<file path="src/hdl/slcf_pkg.sv">
// ============================================================================
// slcf_pkg: shared types and constants of the sync/length/command frame parser
// Holds the frame descriptor that travels from the byte front end through the
// frame queue to the result back end, plus header, command and register codes.
// ============================================================================
package slcf_pkg;

  // Header layout: two sync bytes, payload length, command.
  localparam int HDR_LEN   = 4;
  localparam int HDR_IDX_W = $clog2(HDR_LEN);

  // Byte counter of the current frame: four header bytes plus up to 255
  // payload bytes, so it never exceeds 259.
  localparam int CNT_W = 9;

  // Payload bytes that corner decoding can reach: four corners of four bytes.
  localparam int STORE_BYTES = 16;
  localparam int STORE_IDX_W = $clog2(STORE_BYTES);

  // Default number of completed frames the queue can hold.
  localparam int QUEUE_DEPTH_DEF = 2;

  // Command byte codes.
  localparam logic [7:0] CMD_POINT = 8'd1;
  localparam logic [7:0] CMD_RECT  = 8'd2;

  // Result frame kinds.
  localparam logic KIND_POINT = 1'b0;
  localparam logic KIND_RECT  = 1'b1;

  // Last corner of a rectangle frame.
  localparam logic [1:0] CORNER_LAST = 2'd3;

  // Configuration register index, taken from paddr[2].
  localparam logic REG_SYNC_FIRST  = 1'b0;
  localparam logic REG_SYNC_SECOND = 1'b1;

  typedef logic [STORE_BYTES-1:0][7:0] slcf_payload_t;

  // One completed frame that produces results.
  typedef struct packed {
    logic          kind;
    logic [15:0]   count;
    slcf_payload_t payload;
  } slcf_desc_t;

  // Queue occupancy seen by the front and back ends.
  typedef struct packed {
    logic full;
    logic empty;
  } slcf_qstat_t;

endpackage

</file>
<file path="src/hdl/slcf_front.sv">
// ============================================================================
// slcf_front: byte front end
// Tracks the header window, hunts for the sync pair, collects payload bytes
// and hands a descriptor to the queue for each completed point or rectangle.
// ============================================================================
module slcf_front (
  input  logic                clk,
  input  logic                rst_n,
  input  logic                take,
  input  logic [7:0]          rx_byte,
  input  logic [7:0]          sync_first,
  input  logic [7:0]          sync_second,
  output logic                push,
  output slcf_pkg::slcf_desc_t push_desc
);
  import slcf_pkg::*;

  localparam logic [CNT_W-1:0] HDR_CNT   = CNT_W'(HDR_LEN);
  localparam logic [CNT_W-1:0] HUNT_CNT  = CNT_W'(HDR_LEN - 1);
  localparam logic [CNT_W-1:0] STORE_CNT = CNT_W'(STORE_BYTES);

  logic [CNT_W-1:0]             cnt_r, cnt_nxt, cnt_inc, pl_off, frame_end;
  logic [HDR_LEN-1:0][7:0]      hw_r, hw_wr, hw_nxt;
  slcf_payload_t                pl_r, pl_nxt;
  logic [15:0]                  upd_r, upd_nxt;

  assign cnt_inc   = cnt_r + CNT_W'(1);
  assign pl_off    = cnt_r - HDR_CNT;
  assign frame_end = CNT_W'(hw_wr[2]) + HDR_CNT;

  // Place the incoming byte into the header window or the payload store.
  always_comb begin
    hw_wr  = hw_r;
    pl_nxt = pl_r;
    if (take) begin
      if (cnt_r < HDR_CNT) begin
        hw_wr[cnt_r[HDR_IDX_W-1:0]] = rx_byte;
      end else if (pl_off < STORE_CNT) begin
        pl_nxt[pl_off[STORE_IDX_W-1:0]] = rx_byte;
      end
    end
  end

  // Header check and frame completion.
  always_comb begin
    hw_nxt  = hw_wr;
    cnt_nxt = cnt_r;
    upd_nxt = upd_r;
    push    = 1'b0;
    if (take) begin
      priority if (cnt_inc < HDR_CNT) begin
        cnt_nxt = cnt_inc;
      end else if (hw_wr[0] != sync_first || hw_wr[1] != sync_second) begin
        // Slide the window by one byte and keep hunting.
        hw_nxt[0] = hw_wr[1];
        hw_nxt[1] = hw_wr[2];
        hw_nxt[2] = hw_wr[3];
        cnt_nxt   = HUNT_CNT;
      end else if (cnt_inc < frame_end) begin
        cnt_nxt = cnt_inc;
      end else begin
        cnt_nxt = '0;
        if (hw_wr[3] == CMD_POINT || hw_wr[3] == CMD_RECT) begin
          push    = 1'b1;
          upd_nxt = upd_r + 16'd1;
        end
      end
    end
  end

  assign push_desc.kind    = (hw_wr[3] == CMD_RECT) ? KIND_RECT : KIND_POINT;
  assign push_desc.count   = upd_r + 16'd1;
  assign push_desc.payload = pl_nxt;

  always_ff @(posedge clk) begin
    if (!rst_n) begin
      cnt_r <= '0;
      hw_r  <= '0;
      pl_r  <= '0;
      upd_r <= '0;
    end else begin
      cnt_r <= cnt_nxt;
      hw_r  <= hw_nxt;
      pl_r  <= pl_nxt;
      upd_r <= upd_nxt;
    end
  end

endmodule

</file>
<file path="src/hdl/slcf_queue.sv">
// ============================================================================
// slcf_queue: frame descriptor queue
// A small first-in first-out buffer that decouples byte intake from result
// delivery, so each side stalls on its own.
// ============================================================================
module slcf_queue #(
  parameter int DEPTH = slcf_pkg::QUEUE_DEPTH_DEF
) (
  input  logic                  clk,
  input  logic                  rst_n,
  input  logic                  push,
  input  slcf_pkg::slcf_desc_t  push_desc,
  input  logic                  pop,
  output slcf_pkg::slcf_desc_t  head_desc,
  output slcf_pkg::slcf_qstat_t stat
);
  import slcf_pkg::*;

  localparam int PTR_W = (DEPTH > 1) ? $clog2(DEPTH) : 1;
  localparam int OCC_W = $clog2(DEPTH + 1);
  localparam logic [PTR_W-1:0] PTR_LAST = PTR_W'(DEPTH - 1);
  localparam logic [OCC_W-1:0] OCC_FULL = OCC_W'(DEPTH);

  slcf_desc_t       mem [DEPTH];
  logic [PTR_W-1:0] wr_ptr_r, wr_ptr_nxt, rd_ptr_r, rd_ptr_nxt;
  logic [OCC_W-1:0] occ_r, occ_nxt;
  logic             do_push, do_pop;

  assign stat.full  = (occ_r == OCC_FULL);
  assign stat.empty = (occ_r == '0);
  assign do_push    = push && !stat.full;
  assign do_pop     = pop && !stat.empty;
  assign head_desc  = mem[rd_ptr_r];

  always_comb begin
    wr_ptr_nxt = wr_ptr_r;
    rd_ptr_nxt = rd_ptr_r;
    occ_nxt    = occ_r;
    if (do_push) begin
      wr_ptr_nxt = (wr_ptr_r == PTR_LAST) ? '0 : wr_ptr_r + PTR_W'(1);
    end
    if (do_pop) begin
      rd_ptr_nxt = (rd_ptr_r == PTR_LAST) ? '0 : rd_ptr_r + PTR_W'(1);
    end
    if (do_push && !do_pop) begin
      occ_nxt = occ_r + OCC_W'(1);
    end else if (do_pop && !do_push) begin
      occ_nxt = occ_r - OCC_W'(1);
    end
  end

  always_ff @(posedge clk) begin
    if (do_push) begin
      mem[wr_ptr_r] <= push_desc;
    end
  end

  always_ff @(posedge clk) begin
    if (!rst_n) begin
      wr_ptr_r <= '0;
      rd_ptr_r <= '0;
      occ_r    <= '0;
    end else begin
      wr_ptr_r <= wr_ptr_nxt;
      rd_ptr_r <= rd_ptr_nxt;
      occ_r    <= occ_nxt;
    end
  end

endmodule

</file>
<file path="src/hdl/slcf_back.sv">
// ============================================================================
// slcf_back: result back end
// Walks the corners of the frame at the queue head and presents one point
// per beat, releasing the descriptor after the last beat is taken.
// ============================================================================
module slcf_back (
  input  logic                  clk,
  input  logic                  rst_n,
  input  slcf_pkg::slcf_desc_t  head_desc,
  input  slcf_pkg::slcf_qstat_t stat,
  output logic                  pop,
  output logic                  out_valid,
  input  logic                  out_ready,
  output logic                  out_frame_kind,
  output logic [1:0]            out_corner_index,
  output logic signed [15:0]    out_point_x,
  output logic signed [15:0]    out_point_y,
  output logic [15:0]           out_update_count,
  output logic                  out_last_of_frame
);
  import slcf_pkg::*;

  logic [1:0]             corner_r, corner_nxt;
  logic [STORE_IDX_W-1:0] base;
  logic                   beat;

  assign base = {corner_r, 2'b00};

  assign out_valid         = !stat.empty;
  assign out_frame_kind    = head_desc.kind;
  assign out_corner_index  = corner_r;
  assign out_point_x       = {head_desc.payload[base], head_desc.payload[base + 4'd1]};
  assign out_point_y       = {head_desc.payload[base + 4'd2], head_desc.payload[base + 4'd3]};
  assign out_update_count  = head_desc.count;
  assign out_last_of_frame = (head_desc.kind == KIND_POINT) || (corner_r == CORNER_LAST);

  assign beat = out_valid && out_ready;
  assign pop  = beat && out_last_of_frame;

  always_comb begin
    corner_nxt = corner_r;
    if (beat) begin
      corner_nxt = out_last_of_frame ? 2'd0 : corner_r + 2'd1;
    end
  end

  always_ff @(posedge clk) begin
    if (!rst_n) begin
      corner_r <= '0;
    end else begin
      corner_r <= corner_nxt;
    end
  end

endmodule

</file>
<file path="src/hdl/sync_length_cmd_frame_parser.sv">
// ============================================================================
// sync_length_cmd_frame_parser: sync/length/command frame parser
// Parses a received byte stream into point and rectangle results.
// ============================================================================
// The block takes one received byte per beat on the in_ channel and hunts for
// a four-byte header made of the two sync bytes (registers at byte addresses 0
// and 4, reset 0x12 and 0x34), a payload length and a command. A frame with
// command 1 yields one beat carrying a big-endian signed point from payload
// bytes 0 to 3; command 2 yields four beats, corners A to D from payload
// bytes 0 to 15; other commands are swallowed. Payload bytes a short frame
// does not send keep the values of earlier frames (zero after reset), and
// bytes past the sixteenth are counted but dropped. A byte is accepted every
// cycle unless the frame queue, QUEUE_DEPTH frames deep, is full; results
// leave the back end at one beat per cycle while out_ready is high, once the
// completing byte is in the queue and earlier results are out. The queue
// bounds intake: it fills only when results are drained more slowly than
// frames complete, as with four-byte rectangles against a stalled result side.
// ============================================================================
module sync_length_cmd_frame_parser #(
  parameter int QUEUE_DEPTH = slcf_pkg::QUEUE_DEPTH_DEF
) (
  input  logic               clk,
  input  logic               rst_n,
  // Configuration port
  input  logic               psel,
  input  logic               penable,
  input  logic               pwrite,
  input  logic [2:0]         paddr,
  input  logic [31:0]        pwdata,
  output logic [31:0]        prdata,
  output logic               pready,
  // Received byte channel
  input  logic               in_valid,
  output logic               in_ready,
  input  logic [7:0]         in_rx_byte,
  // Result channel
  output logic               out_valid,
  input  logic               out_ready,
  output logic               out_frame_kind,
  output logic [1:0]         out_corner_index,
  output logic signed [15:0] out_point_x,
  output logic signed [15:0] out_point_y,
  output logic [15:0]        out_update_count,
  output logic               out_last_of_frame
);
  import slcf_pkg::*;

  logic [7:0]  sync_first_r, sync_second_r;
  logic        cfg_wr;
  logic        take;
  logic        push, pop;
  slcf_desc_t  push_desc, head_desc;
  slcf_qstat_t qstat;

  // Configuration registers. The register index is paddr[2]; the low address
  // bits are not decoded.
  assign pready = 1'b1;
  assign cfg_wr = psel && penable && pwrite && pready;

  always_ff @(posedge clk) begin
    if (!rst_n) begin
      sync_first_r  <= 8'h12;
      sync_second_r <= 8'h34;
    end else if (cfg_wr) begin
      unique case (paddr[2])
        REG_SYNC_FIRST:  sync_first_r  <= pwdata[7:0];
        REG_SYNC_SECOND: sync_second_r <= pwdata[7:0];
        default:         sync_first_r  <= sync_first_r;
      endcase
    end
  end

  always_comb begin
    unique case (paddr[2])
      REG_SYNC_FIRST:  prdata = {24'd0, sync_first_r};
      REG_SYNC_SECOND: prdata = {24'd0, sync_second_r};
      default:         prdata = '0;
    endcase
  end

  // Intake stalls only when no room is left for a completed frame.
  assign in_ready = !qstat.full;
  assign take     = in_valid && in_ready;

  slcf_front u_front (
    .clk         (clk),
    .rst_n       (rst_n),
    .take        (take),
    .rx_byte     (in_rx_byte),
    .sync_first  (sync_first_r),
    .sync_second (sync_second_r),
    .push        (push),
    .push_desc   (push_desc)
  );

  slcf_queue #(
    .DEPTH (QUEUE_DEPTH)
  ) u_queue (
    .clk       (clk),
    .rst_n     (rst_n),
    .push      (push),
    .push_desc (push_desc),
    .pop       (pop),
    .head_desc (head_desc),
    .stat      (qstat)
  );

  slcf_back u_back (
    .clk               (clk),
    .rst_n             (rst_n),
    .head_desc         (head_desc),
    .stat              (qstat),
    .pop               (pop),
    .out_valid         (out_valid),
    .out_ready         (out_ready),
    .out_frame_kind    (out_frame_kind),
    .out_corner_index  (out_corner_index),
    .out_point_x       (out_point_x),
    .out_point_y       (out_point_y),
    .out_update_count  (out_update_count),
    .out_last_of_frame (out_last_of_frame)
  );

  // A completed frame must always find room in the queue.
  a_no_overflow: assert property (@(posedge clk) disable iff (!rst_n)
    push |-> !qstat.full)
    else $error("frame completed while the queue was full");

  // A single point is one beat at corner zero.
  a_point_single: assert property (@(posedge clk) disable iff (!rst_n)
    (out_valid && out_frame_kind == KIND_POINT) |-> (out_corner_index == 2'd0 && out_last_of_frame))
    else $error("single point frame not delivered as one beat");

  // After a non-final corner is taken, the same frame continues with the next corner.
  a_corner_walk: assert property (@(posedge clk) disable iff (!rst_n)
    (out_valid && out_ready && !out_last_of_frame) |=>
      (out_valid && $stable(out_update_count) && out_corner_index == $past(out_corner_index) + 2'd1))
    else $error("rectangle corners not delivered in order");

endmodule

</file>
<file path="config.mk">
export PLATFORM = sky130hd
export DESIGN_NAME = sync_length_cmd_frame_parser
export DESIGN_NICKNAME = d
export VERILOG_FILES = /design/src/hdl/slcf_pkg.sv /design/src/hdl/slcf_front.sv /design/src/hdl/slcf_queue.sv /design/src/hdl/slcf_back.sv /design/src/hdl/sync_length_cmd_frame_parser.sv
export SDC_FILE = /design/constraint.sdc
export NUM_CORES = 1
export LEC_CHECK = 0
export ABC_AREA = 1
export BUFFER_PORTS_ARGS = -buffer_cell sky130_fd_sc_hd__buf_2
export CORE_MARGIN = 2
export CORE_UTILIZATION = 50
export CTS_CLUSTER_DIAMETER = 200
export DETAILED_ROUTE_END_ITERATION = 10
export PLACE_DENSITY_LB_ADDON = 0.25
export SKIP_CTS_REPAIR_TIMING = 1
export SKIP_LAST_GASP = 1
export SLEW_MARGIN = 20
export SYNTH_ARGS = -nofsm -noshare
export SYNTH_HDL_FRONTEND = slang
export SYNTH_SLANG_ARGS = --single-unit
export TNS_END_PERCENT = 10
</file>
<file path="constraint.sdc">
create_clock -name clk -period 16.25 [get_ports clk]
set_input_delay 3.25 -clock clk [delete_from_list [all_inputs] [get_ports clk]]
set_output_delay 3.25 -clock clk [all_outputs]
set_load 0.05 [all_outputs]
</file>
=== After elaboration in Yosys (flattened, before gate mapping) ===
Memory sizes are Yosys's and may differ from the RTL's. A register that Yosys moved wholly into a read port is not among the register bits.
Cells that the tools add are included.

* Register bits after elaboration: 207
* Latch bits: 0
* Memory bits (writable): 290
* Memory bits (read-only): 0
* Word-level logic and storage cells: 128
* Memories kept: 1

* Add/subtract/negate cells: 12
* Multiply operators: 0
* Div/mod/pow operators: 0
* Magnitude comparators: 12
* Eq/ne operators: 6
* Shifts and indexed selects: 0
* Multiplexer cells: 41
* Bitwise gates (word level): 5
* Reductions and logical operators: 23

{| class="wikitable"
|+ Memory list
! name !! words !! width !! rd ports !! clocked after memory_dff !! write ports !! line !! text
|-
| u_queue.mem || 2 || 145 || 1 || 1 || 1 || slcf_queue.sv:24 || <nowiki>slcf_desc_t mem [DEPTH];</nowiki>
|}

{| class="wikitable"
|+ Operator list
! operator !! number
|-
| $mux W128 || 3
|-
| $bwmux W128 || 1
|-
| $bmux W8 S4 || 3
|-
| $mux W24 || 3
|-
| $mux W32 || 2
|-
| $pmux W32 S2 || 1
|-
| $mux W8 || 6
|-
| $bwmux W32 || 1
|-
| $demux W8 S4 || 1
|-
| $mux W9 || 3
|-
| $lt A4 B5 Y1 const B || 5
|-
| $lt A9 B3 Y1 const B || 2
|-
| $add A16 B1 Y16 const B || 1
|-
| $bmux W8 S2 || 1
|-
| $demux W8 S2 || 1
|-
| $ne A8 B8 Y1 || 2
|-
| $mux W1 || 12
|-
| $logic_and A1 B1 Y1 || 11
|-
| $add A8 B3 Y9 const B || 1
|-
| $add A9 B1 Y9 const B || 1
|-
| $lt A9 B5 Y1 const B || 1
|-
| $lt A9 B9 Y1 || 1
|-
| $sub A9 B3 Y9 const B || 1
|-
| $add A4 B2 Y4 const B || 2
|-
| other kinds (18) || 33
|}

=== Depth between registers and ports, before layout ===
Gate-level depths: netlist of the first run.

* Word-level depth: 19
* Mapped depth: 29
* Mapped depth without buffers: 27

=== Cells and area by module ===
Synthesis of the first run repeated with hierarchy kept, for this count alone.

* Cells, all modules: 2,462
* Area total of the unflattened synthesis: 23,090.9 µm²

{| class="wikitable"
|+ Modules (own cells, without submodules)
! module !! instances !! cells an instance !! area each (µm²) !! sequential area each (µm²)
|-
| slcf_queue || 1 || 489 || 10,894.2 || 8,808.4
|-
| slcf_front || 1 || 1,569 || 9,940.8 || 3,703.6
|-
| slcf_back || 1 || 253 || 1,242.4 || 40.0
|-
| sync_length_cmd_frame_parser || 1 || 151 || 1,013.5 || 320.3
|}

=== Least setup slack after synthesis of the first run ===
Ideal clock, no wire load.

* Kind: input port to flip-flop
* Start: input port in_valid
* End: memory u_queue.mem[0][0] (netlist name) (enable)
* Arrival: 11,773 ps
* Required time: 15,598 ps
* Slack: 3,825 ps
* Cell stages on the path: 21
* Path buffers: 1
* Path through: nand2_2 nor2_1 nand2_1 clkbuf_1 nand2_1 o21ai_0 inv_1 nand2_1 nor2_1 nand2_1 nand2_1 nand2_1 ha_1 nand4_1 a21oi_1 nor2_1 nand2_1 nand2_2 nor2_4 nand4_2 nor2_1

* Word-level cells in the longest chain between the ends: 12
* Elaborated cells between the ends (all ways): 18
* Those cells by class: add/sub (1); order compare (1); eq/ne (4); mux (8); reduce/logical (4)

{| class="wikitable"
|+ Ends and longest elaborated chain
! element !! line !! text
|-
| start, declared || sync_length_cmd_frame_parser.sv:33 || <nowiki>input logic in_valid,</nowiki>
|-
| $logic_and A1 B1 Y1 * || sync_length_cmd_frame_parser.sv:83 || <nowiki>assign take = in_valid && in_ready;</nowiki>
|-
| parallel branches: the longest is 7 deep, another holds $add A8 B3 Y9 || n/a ||
|-
| $mux W1 * || slcf_front.sv:50 || <nowiki>if (take) begin</nowiki>
|-
| $logic_and A1 B1 Y1 * || slcf_queue.sv:31 || <nowiki>assign do_push = push && !stat.full;</nowiki>
|-
| $mux W1 * || slcf_queue.sv:53 || <nowiki>if (do_push) begin</nowiki>
|-
| $mux W1 (not written as such) * || slcf_queue.sv:54 || <nowiki>mem[wr_ptr_r] <= push_desc;</nowiki>
|-
| end, declared || slcf_queue.sv:24 ||
|}

Every way passes the cells marked *.

=== Final worst setup path of the first run ===
* Start: input port in_valid
* End: memory u_queue.mem[0][26] (netlist name) (enable)

Same word-level chain as after synthesis.

==> results of run 1 <==
cells in the mapped netlist:
| cell type | number | area (um2) |
|---|---|---|
| nand2_1 | 445 | 1670 |
| nor2_1 | 441 | 1660 |
| inv_1 | 332 | 1250 |
| edfxtp_1 | 290 | 8710 |
| o21ai_0 | 255 | 1280 |
| dfxtp_1 | 208 | 4160 |
| clkbuf_1 | 99 | 372 |
| nand3_1 | 87 | 435 |
| a21oi_1 | 83 | 415 |
| a31oi_1 | 33 | 206 |
| nand4_1 | 33 | 206 |
| o22ai_1 | 32 | 200 |
| buf_4 | 26 | 195 |
| a211oi_1 | 25 | 188 |
| or2_2 | 24 | 150 |
| ha_1 | 15 | 188 |
| buf_2 | 11 | 55.1 |
| clkinv_1 | 10 | 37.5 |
| xor2_1 | 10 | 87.6 |
| buf_1 | 8 | 30.0 |
| buf_6 | 7 | 78.8 |
| nand2_2 | 6 | 37.5 |
| nor2_2 | 5 | 31.3 |
| nor3_1 | 5 | 25.0 |
| inv_2 | 4 | 15.0 |
| xnor2_1 | 4 | 35.0 |
| nor2_4 | 3 | 33.8 |
| conb_1 | 2 | 7.51 |
| nand2_4 | 2 | 22.5 |
| nand3_2 | 2 | 20.0 |
| nand3b_1 | 2 | 15.0 |
| nor4_1 | 2 | 12.5 |
| buf_8 | 1 | 15.0 |
| nand4_2 | 1 | 12.5 |
| nor2_8 | 1 | 20.0 |
| o21ai_1 | 1 | 5.00 |
| o21bai_1 | 1 | 7.51 |
state kept, by name, summed over array words and instances, names as in the netlist, named ones only:
register and count:
u_back.out_corner_index 2, sync_second_r 8, u_front.hw_r 32, u_front.pl_r 128
u_queue.mem 290, u_queue.occ_r 2, u_front.upd_r 16, u_front.cnt_r 9
u_queue.wr_ptr_r 1, sync_first_r 8, u_queue.rd_ptr_r 1
logic make-up after synthesis:
group           after synthesis  synth area share, %
buf+inv                     498                 9.34
compound gates              430                 10.5
fa+ha+maj                    15                0.858
simple gates               1059                 19.9
other cells                   2               0.0343
flops                       498                 58.8
xor+xnor                     14                0.560
routing by layer:
metal / vias to the layer above / routed length [um] / track usage (%)
li1: 8161 / - / -
met1: 7679 / 22500 / 30.3
met2: 412 / 24100 / 38.5
met3: 80 / 3050 / 3.63
met4: 2 / 1040 / 6.20
met5: - / 7 / 0
stage by stage:
stage          setup slack, ns  std cells  util, %  power, W
6_report                  7.16       3165     56.0   0.00259
3_5_place_dp              6.22       3069     52.1   0.00147
3_3_place_gp              6.26       3069     52.1   0.00147
2_1_floorplan             3.82       2539        -   0.00144
5_1_grt                   6.48       3165     56.0   0.00267
4_1_cts                   6.82       3164     55.9   0.00261
power by group through the flow:
stage	registers, W	logic [W]	clock network, W
6_report	0.00133	0.000112	0.00115
5_1_grt	0.00133	0.000125	0.00122
4_1_cts	0.00133	0.000111	0.00116
3_5_place_dp	0.00136	0.000111	0
3_3_place_gp	0.00136	0.000108	0
2_1_floorplan	0.00136	0.0000879	0
worst max-delay path: stages:
cell,delay (ns)
buf_2,0.09
nand2_2,0.21
nor2_1,0.34
nand2_1,0.35
o21ai_0,0.56
nor2_1,0.10
nand2_1,0.13
nor2_1,0.08
nand3_1,0.11
nand2_1,0.07
ha_1,0.29
nand2_1,0.05
o21ai_0,0.19
nor2_1,0.07
nand2_1,0.25
nand2_2,0.13
nor2_4,0.40
nand4_2,0.35
nor2_4,0.54
buf_16,0.25
buf_4,0.52
buf_4,0.85
worst max path at each step:
stage | startpoint | end | slack (ns) | cells after the start
after detailed placement | in_valid | u_queue.mem[0][58] | 6.22 | 21
after global routing | in_valid | u_queue.mem[0][80] | 6.48 | 22
final | in_valid | u_queue.mem[0][26] | 7.16 | 22
after floorplan | in_valid | u_queue.mem[0][0] | 3.82 | 21
after global placement | in_valid | u_queue.mem[0][57] | 6.26 | 21
after CTS | in_valid | u_queue.mem[0][35] | 6.82 | 21
final cells by class:
type                            count  area [um2]
Multi-Input combinational cell   1543        7060
Tap cell                          585         732
Timing Repair Buffer               98         543
Inverter                          346        1310
Sequential cell                   498       12900
Fill cell                        3917       19000
Clock buffer                       75        1500
Clock inverter                     20         150
==> key figures, run 1 <==
Finish
  – Fraction of layout cells with a size suffix above 1: 9.03%
  – Most common cell after layout, fill and taps aside: nand2_1
  – Final #Nets: 2603
  – Most frequent cells in the layout: nand2_1 (445), nor2_1 (439), inv_1 (330)
  – Post-route cell area: 24200 um2
  – Diode count: 0
  – P&R area growth vs syn: 10.5%

Die
  – Die area: 45500 um2
  – Rows: 76
  – Die Ht: 213 um
  – I/O Pins: 137
  – Core Footprint: 43200 um2
  – Starting Density: 50.7%
  – Die W: 213 um

Clock tree
  – Clock Latency Late Sink: 0.59 ns
  – CTS tree: done
  – CTS buffer count: 51
  – Clock root cell: clkbuf_16
  – Clock transition at path regs: 0.06 ns
  – CTS sink cnt: 498
  – Maximum root-to-sink buffer count: 3
  – CTS H-tree lvls: 2

Global route
  – Total GRT Usage: 22.7%
  – Grt total ovfl: 0
  – Largest net degree at the start of global routing: 96
  – Vias in the first global route: 15400
  – Antenna violations before repair: 1
  – Global-route wire length before repair: 80.7 mm

Synth
  – Yosys reg bits: 498
  – Cell count after synthesis: 2516
  – Mean Syn Cell Area: 8.70 um2
  – Synth cell types: 37
  – Register area share after synthesis: 58.8%
  – Cell Area, Synth: 21900 um2
  – Synthesis Warnings: 0

Timing
  – RSZ-0062 raised after global routing: false
  – Final hold slack: 0.446 ns
  – Setup TNS: 0 ns
  – Worst slew pin tran: 1.10 ns
  – Hold Vio Cnt, Final: 0
  – Tmin final: 9.09 ns
  – Tcrit/Tclk final: 56.0%
  – Fin. max-slew vios: 0
  – Fmax: 0.110 GHz
  – Final setup viols: 0
  – Fin Clk Skew: 0.0210 ns
  – Max-slew headroom: 26.7%

Critical path
  – Startpoint Class: input pin
  – Kind of critical path: in -> reg
  – Crit-path max FO: 67
  – Critical path capture point type: flip-flop
  – Cell count of the worst reg-to-reg path: 22
  – Arr. time, crit path: 9.29 ns
  – Worst r2r src: u_front.cnt_r[8]
  – Reg-to-reg slack, setup: 9.27 ns
  – CP required: 16.45 ns
  – Reg-to-Reg End: u_queue.mem[0][26]

Power and ir drop
  – Combinational share of power: 4.3%
  – Power per cell area: 107 nW/um2
  – Worst VDD drop: 0.0921 mV
  – Sequential fraction of design power: 51.4%
  – Leak pwr: 10.6 nW
  – Net Sw Power: 0.000567 W
  – Clock power share: 44.3%
  – Switching part of the total: 21.9%
  – P_int: 0.00202 W

Placement
  – Placer Congestion: 0.837
  – Post-DP HPWL: 30.0 mm
  – Port Buf Inserts: 85
  – DP Area: 22500 um2

Outcome
  – Status: completed

Flow run
  – Max-cap violations: 0

Routing
  – Post-DR vias/cell: 5.16
  – DR WL/cell: 16.0 um
  – First-pass DRT Iterations: 8
  – Detailed Route WL: 50.7 mm
  – Antenna violation net count after detailed routing: 0
  – DRC errors left: 0
  – Vias: 16300
  – DR iter-0 viols: 1234

Worst hold path
  – Hold_sp: u_queue.rd_ptr_r
  – Path type of the worst min-delay path: reg -> reg
  – Hold path depth: 1
(Power assumes the default switching activity.)
==> run 2: changes to the inputs <==
Clock period 16.25 ns to 9.15 ns, I/O delays scaled along.
==> key figures, run 2 (same netlist as run 1, synthesis figures left out) <==
Timing
  – Tcrit/Tclk final: 70.8%
  – Final setup viols: 0
  – Tmin final: 6.48 ns
  – Max-slew headroom: 22.3%
  – Hold Vio Cnt, Final: 0
  – Worst slew pin tran: 1.17 ns
  – RSZ-0062 raised after global routing: false
  – Fin Clk Skew: 0.0274 ns
  – Fin. max-slew vios: 0
  – Setup TNS: 0 ns
  – Min setup slack post-route: 2.67 ns
  – Fmax: 0.154 GHz

Finish
  – Filler instances: 3799
  – P&R area growth vs syn: 11.0%
  – Final #Nets: 2603
  – Reg area: 12900 um2
  – Most frequent cells in the layout: nand2_1 (445), nor2_1 (439), inv_1 (330)
  – Fraction of layout cells with a size suffix above 1: 8.96%
  – Largest Register: u_queue.mem
  – Regs by FF count: u_queue.mem x290, u_front.pl_r x128, u_front.hw_r x32
  – Area of the multi-input gates: 7060 um2
  – Most common cell after layout, fill and taps aside: nand2_1
  – Number of flip-flops in the largest register: 290

Die
  – Die Ht: 213 um
  – Starting Density: 50.7%
  – Die area: 45500 um2
  – Rows: 76
  – Core Footprint: 43200 um2
  – I/O Pins: 137
  – Die W: 213 um

Clock tree
  – CTS buffer count: 50
  – Clock root cell: clkbuf_16
  – CTS sink cnt: 498
  – CTS H-tree lvls: 2
  – Clock transition at path regs: 0.06 ns
  – Clock Latency Late Sink: 0.59 ns
  – CTS tree: done
  – Maximum root-to-sink buffer count: 3

Global route
  – Global-route wire length before repair: 79.9 mm
  – Antenna violations before repair: 1
  – Grt total ovfl: 0
  – Largest net degree at the start of global routing: 105
  – Vias in the first global route: 15500
  – Total GRT Usage: 22.6%

Critical path
  – Arr. time, crit path: 6.74 ns
  – Crit-path max FO: 104
  – Critical path capture point type: flip-flop
  – CP required: 9.41 ns
  – Startpoint Class: input pin
  – Kind of critical path: in -> reg

Placement
  – Placer Congestion: 0.823
  – Dpl ws: 2.09 ns
  – Port Buf Inserts: 85
  – Post-DP HPWL: 30.1 mm

Routing
  – DRC errors left: 0
  – DR iter-0 viols: 1142
  – Vias: 16300
  – DR WL/cell: 16.0 um
  – Post-DR vias/cell: 5.16
  – First-pass DRT Iterations: 5
  – Antenna violation net count after detailed routing: 0
  – Detailed Route WL: 50.8 mm

Outcome
  – Status: completed

Power and ir drop
  – Leak pwr: 10.9 nW
  – Power per cell area: 194 nW/um2
  – Worst VDD drop: 0.113 mV

Worst hold path
  – Path type of the worst min-delay path: reg -> reg

Flow run
  – Max-cap violations: 0
-- run 2: cell count changes in the layout (fill, tap and decap cells not counted), sizes merged --
cell    delta
buf        +1
bufinv     +4
clkbuf     -3
clkinv     -5
diode      +1
inv        +2
-- run 2: metal layers --
metal  wire, um  global-route usage [%]  part of all wire (%)  vias up
met2      24200                    38.5                    48      345
met4       1090                    7.35                   2.1        0
met3       2930                    4.37                   5.8       73
met5          0                       0                     0        -
li1           -                       -                     -     8171
met1      22500                    29.0                    44     7746
-- run 2: path summary, 6_finish.rpt --
check / startpoint / endpoint / slack (ns) / depth (start not counted)
min reg2reg: u_queue.rd_ptr_r / flip-flop / 0.44 / 1
max reg2reg: u_front.cnt_r[8] / u_queue.mem[1][13] / 3.33 / 20
max: in_valid / u_queue.mem[1][13] / 2.67 / 20
min: u_queue.rd_ptr_r / flip-flop / 0.44 / 1
-- run 2: layout make-up --
cell class              count  share of cell area [%]
diodes                      1                  0.0103
repair buffers             99                    2.34
flip-flops and latches    498                    53.0
inverters                 346                    5.39
well taps                 585                    3.01
clock inverters            21                    1.08
multi-input cells        1543                    29.1
clock buffers              72                    6.09
-- run 2: stage by stage --
stage	hold slack, ns	cell area, um2	total power, W	utilization [%]	std cells
after floorplan	0.426	22000	0.00257	-	2539
after global placement	0.426	22500	0.00260	52.2	3071
after detailed placement	0.431	22500	0.00261	52.2	3071
after CTS	0.441	24300	0.00474	56.3	3164
after global routing	0.460	24300	0.00485	56.3	3165
final	0.443	24300	0.00470	56.3	3165
-- run 2: power by group --
group	total [W]	switching, W	leakage (nW)	internal (W)
clock	0.00214	0.000849	0.848	0.00129
sequential	0.00236	0.00000582	4.31	0.00236
combinational	0.000199	0.000153	5.79	0.0000456
total	0.00470	0.00101	10.9	0.00369
-- run 2: worst max-delay path: stages --
cell	delay, ns
buf_2	0.08
nand2_2	0.21
nor2_1	0.31
nand2_1	0.34
o21ai_0	0.58
nor2_1	0.10
nand2_1	0.12
nor2_1	0.08
nand3_1	0.12
nand2_1	0.08
ha_1	0.30
nand4_1	0.12
a21oi_1	0.15
nor2_1	0.05
nand2_1	0.24
nand2_2	0.13
nor2_4	0.39
nand4_1	0.27
inv_6	0.82
buf_12	0.35
==> run 3: changes to the inputs <==
Settings changed: ABC_AREA 1 to 0.
Clock period 9.15 ns to 6.8 ns, I/O delays scaled along.
==> key figures, run 3 <==
Outcome
  – Status: completed

Finish
  – Fraction of layout cells with a size suffix above 1: 28.3%
  – Reg area: 12900 um2
  – Most common cell after layout, fill and taps aside: edfxtp_1
  – Most frequent cells in the layout: edfxtp_1 (290), dfxtp_1 (205), mux2_2 (189)
  – Diode count: 0
  – P&R area growth vs syn: 12.3%
  – Final #Nets: 1620
  – Filler instances: 3312
  – Number of flip-flops in the largest register: 290
  – Area of the multi-input gates: 7350 um2
  – Largest Register: u_queue.mem
  – Regs by FF count: u_queue.mem x290, u_front.pl_r x128, u_front.hw_r x32
  – Non-Filler Instances: 2125

Placement
  – Port Buf Inserts: 85
  – Dpl ws: 0.644 ns
  – Placer Congestion: 0.893
  – Post-Place Cells: 2035
  – Post-DP HPWL: 25.7 mm

Worst hold path
  – Hold_sp: sync_second_r[3]
  – Worst Hold Endpoint: sync_second_r[3]
  – Hold path depth: 2
  – Path type of the worst min-delay path: reg -> reg

Die
  – Starting Density: 50.7%
  – Die area: 43100 um2
  – Core Footprint: 40800 um2
  – Die Ht: 208 um
  – Rows: 74
  – Die W: 208 um
  – I/O Pins: 137

Synth
  – Post-synth EDFFs: 290
  – Most used DFF post-synth: edfxtp_1
  – Async SR Flop Fraction: 0%
  – Cell count after synthesis: 1480
  – Yosys reg bits: 498
  – Cell Area, Synth: 20700 um2
  – Top cell type's share of synthesized area: 42.0%
  – Main area contributors after synthesis: edfxtp_1 (42%), dfxtp_1 (20%), mux2_2 (10%)
  – Register area share after synthesis: 62.1%
  – Synth cell types: 57
  – Mean Syn Cell Area: 14.0 um2
  – List of most frequent post-synthesis cells: edfxtp_1 (290), dfxtp_1 (208), mux2_2 (189)
  – Most instantiated library cell after synthesis: edfxtp_1
  – Area leader, netlist: edfxtp_1
  – Synthesis Warnings: 0

Critical path
  – Reg-to-reg slack, setup: 1.20 ns
  – CP required: 7.04 ns
  – Cell count of the worst reg-to-reg path: 18
  – Crit-path max FO: 28
  – Kind of critical path: reg -> reg
  – Startpoint Class: flip-flop
  – Arr. time, crit path: 5.84 ns
  – Reg-to-Reg End: u_queue.mem[1][29]
  – Worst r2r src: u_front.cnt_r[3]
  – Critical path capture point type: flip-flop

Timing
  – Setup TNS: 0 ns
  – Fin. max-slew vios: 0
  – Tmin final: 5.60 ns
  – Final hold slack: 0.485 ns
  – Fmax: 0.178 GHz
  – Hold Vio Cnt, Final: 0
  – Min setup slack post-route: 1.20 ns
  – Worst slew pin tran: 1.07 ns
  – RSZ-0062 raised after global routing: false
  – Fin Clk Skew: 0.0201 ns
  – Max-slew headroom: 28.6%
  – Tcrit/Tclk final: 82.4%
  – Final setup viols: 0

Routing
  – DR WL/cell: 19.9 um
  – Antenna violation net count after detailed routing: 0
  – DR iter-0 viols: 696
  – Detailed Route WL: 42.3 mm
  – Vias: 11800
  – First-pass DRT Iterations: 5
  – DRC errors left: 0
  – Post-DR vias/cell: 5.57

Global route
  – Total GRT Usage: 19.9%
  – Largest net degree at the start of global routing: 98
  – Vias in the first global route: 12000
  – Global-route wire length before repair: 67.1 mm
  – Grt total ovfl: 0
  – Antenna violations before repair: 1

Clock tree
  – CTS H-tree lvls: 2
  – Maximum root-to-sink buffer count: 3
  – CTS buffer count: 50
  – Clock Latency Late Sink: 0.58 ns
  – CTS sink cnt: 498
  – Clock transition at path regs: 0.06 ns
  – CTS tree: done
  – Clock root cell: clkbuf_16

Power and ir drop
  – Leak pwr: 8.61 nW
  – Power per cell area: 257 nW/um2
  – Worst VDD drop: 0.191 mV

Flow run
  – Max-cap violations: 0
run 3: layer usage:
layer,track usage (%),vias up,part of all wire (%)
met1,26.1,6009,44
li1,-,5528,-
met5,0,-,0.031
met4,5.49,2,2.0
met3,3.89,64,4.3
met2,33.8,236,49
run 3: layout make-up:
class / instances / share of cell area [%]
repair buffers: 107 / 3.09
inverters: 28 / 0.452
clock buffers: 73 / 6.14
well taps: 532 / 2.86
flip-flops and latches: 498 / 55.4
clock inverters: 17 / 0.495
multi-input cells: 870 / 31.6
run 3: where the power goes:
group          switching (W)  internal [W]  leakage [nW]
registers          0.0000107       0.00317          4.43
clock network        0.00110       0.00149         0.754
logic               0.000149     0.0000550          3.42
total                0.00126       0.00471          8.61
run 3: stage by stage:
stage / utilization (%) / cell area [um2] / total power [W]
2_1_floorplan: - / 20900 / 0.00340
3_3_place_gp: 53.2 / 21700 / 0.00344
3_5_place_dp: 53.2 / 21700 / 0.00344
4_1_cts: 57.0 / 23300 / 0.00603
5_1_grt: 57.0 / 23300 / 0.00616
6_report: 57.0 / 23300 / 0.00597
run 3: cells by family (layout without fill, tap and decap cells):
| family | Yosys count | after routing | share of synthesized area [%] |
|---|---|---|---|
| adder cells (fa/ha/maj) | 15 | 15 | 0.906 |
| flip-flops | 498 | 498 | 62.1 |
| AND/OR/NAND/NOR | 387 | 387 | 9.86 |
| multiplexers | 276 | 276 | 18.3 |
| buffers and inverters | 135 | 225 | 3.07 |
| other | 2 | 25 | 0.0362 |
| XOR/XNOR | 47 | 47 | 1.99 |
| AO/OA/AOI/OAI | 120 | 120 | 3.67 |
run 3: how the worst max path moves through the flow:
stage / from / to / slack [ns] / cells after the start
finish: u_front.cnt_r[3] / u_queue.mem[1][29] / 1.20 / 18
CTS: u_front.cnt_r[3] / u_queue.mem[1][29] / 1.18 / 18
global placement: in_valid / u_queue.mem[1][20] / 0.70 / 19
detailed placement: in_valid / u_queue.mem[1][18] / 0.64 / 19
floorplan: in_valid / u_queue.mem[0][0] / 0.008 / 19
global route: u_front.cnt_r[3] / u_queue.mem[1][80] / 0.88 / 16
run 3: worst max-delay path, stage by stage, from the launching register on:
cell and delay [ns]:
dfxtp_1 0.42, or3_1 0.55, nor4_4 0.69, mux2i_4 0.39
inv_2 0.09, nand2_2 0.08, or2_4 0.14, nor2_4 0.04
xnor2_1 0.13, ha_1 0.28, and3_1 0.18, nand4_1 0.09
a41o_1 0.21, o21ai_1 0.19, nand2_1 0.13, or4_4 0.59
clkinv_1 0.22, and2_4 0.43, buf_4 0.38
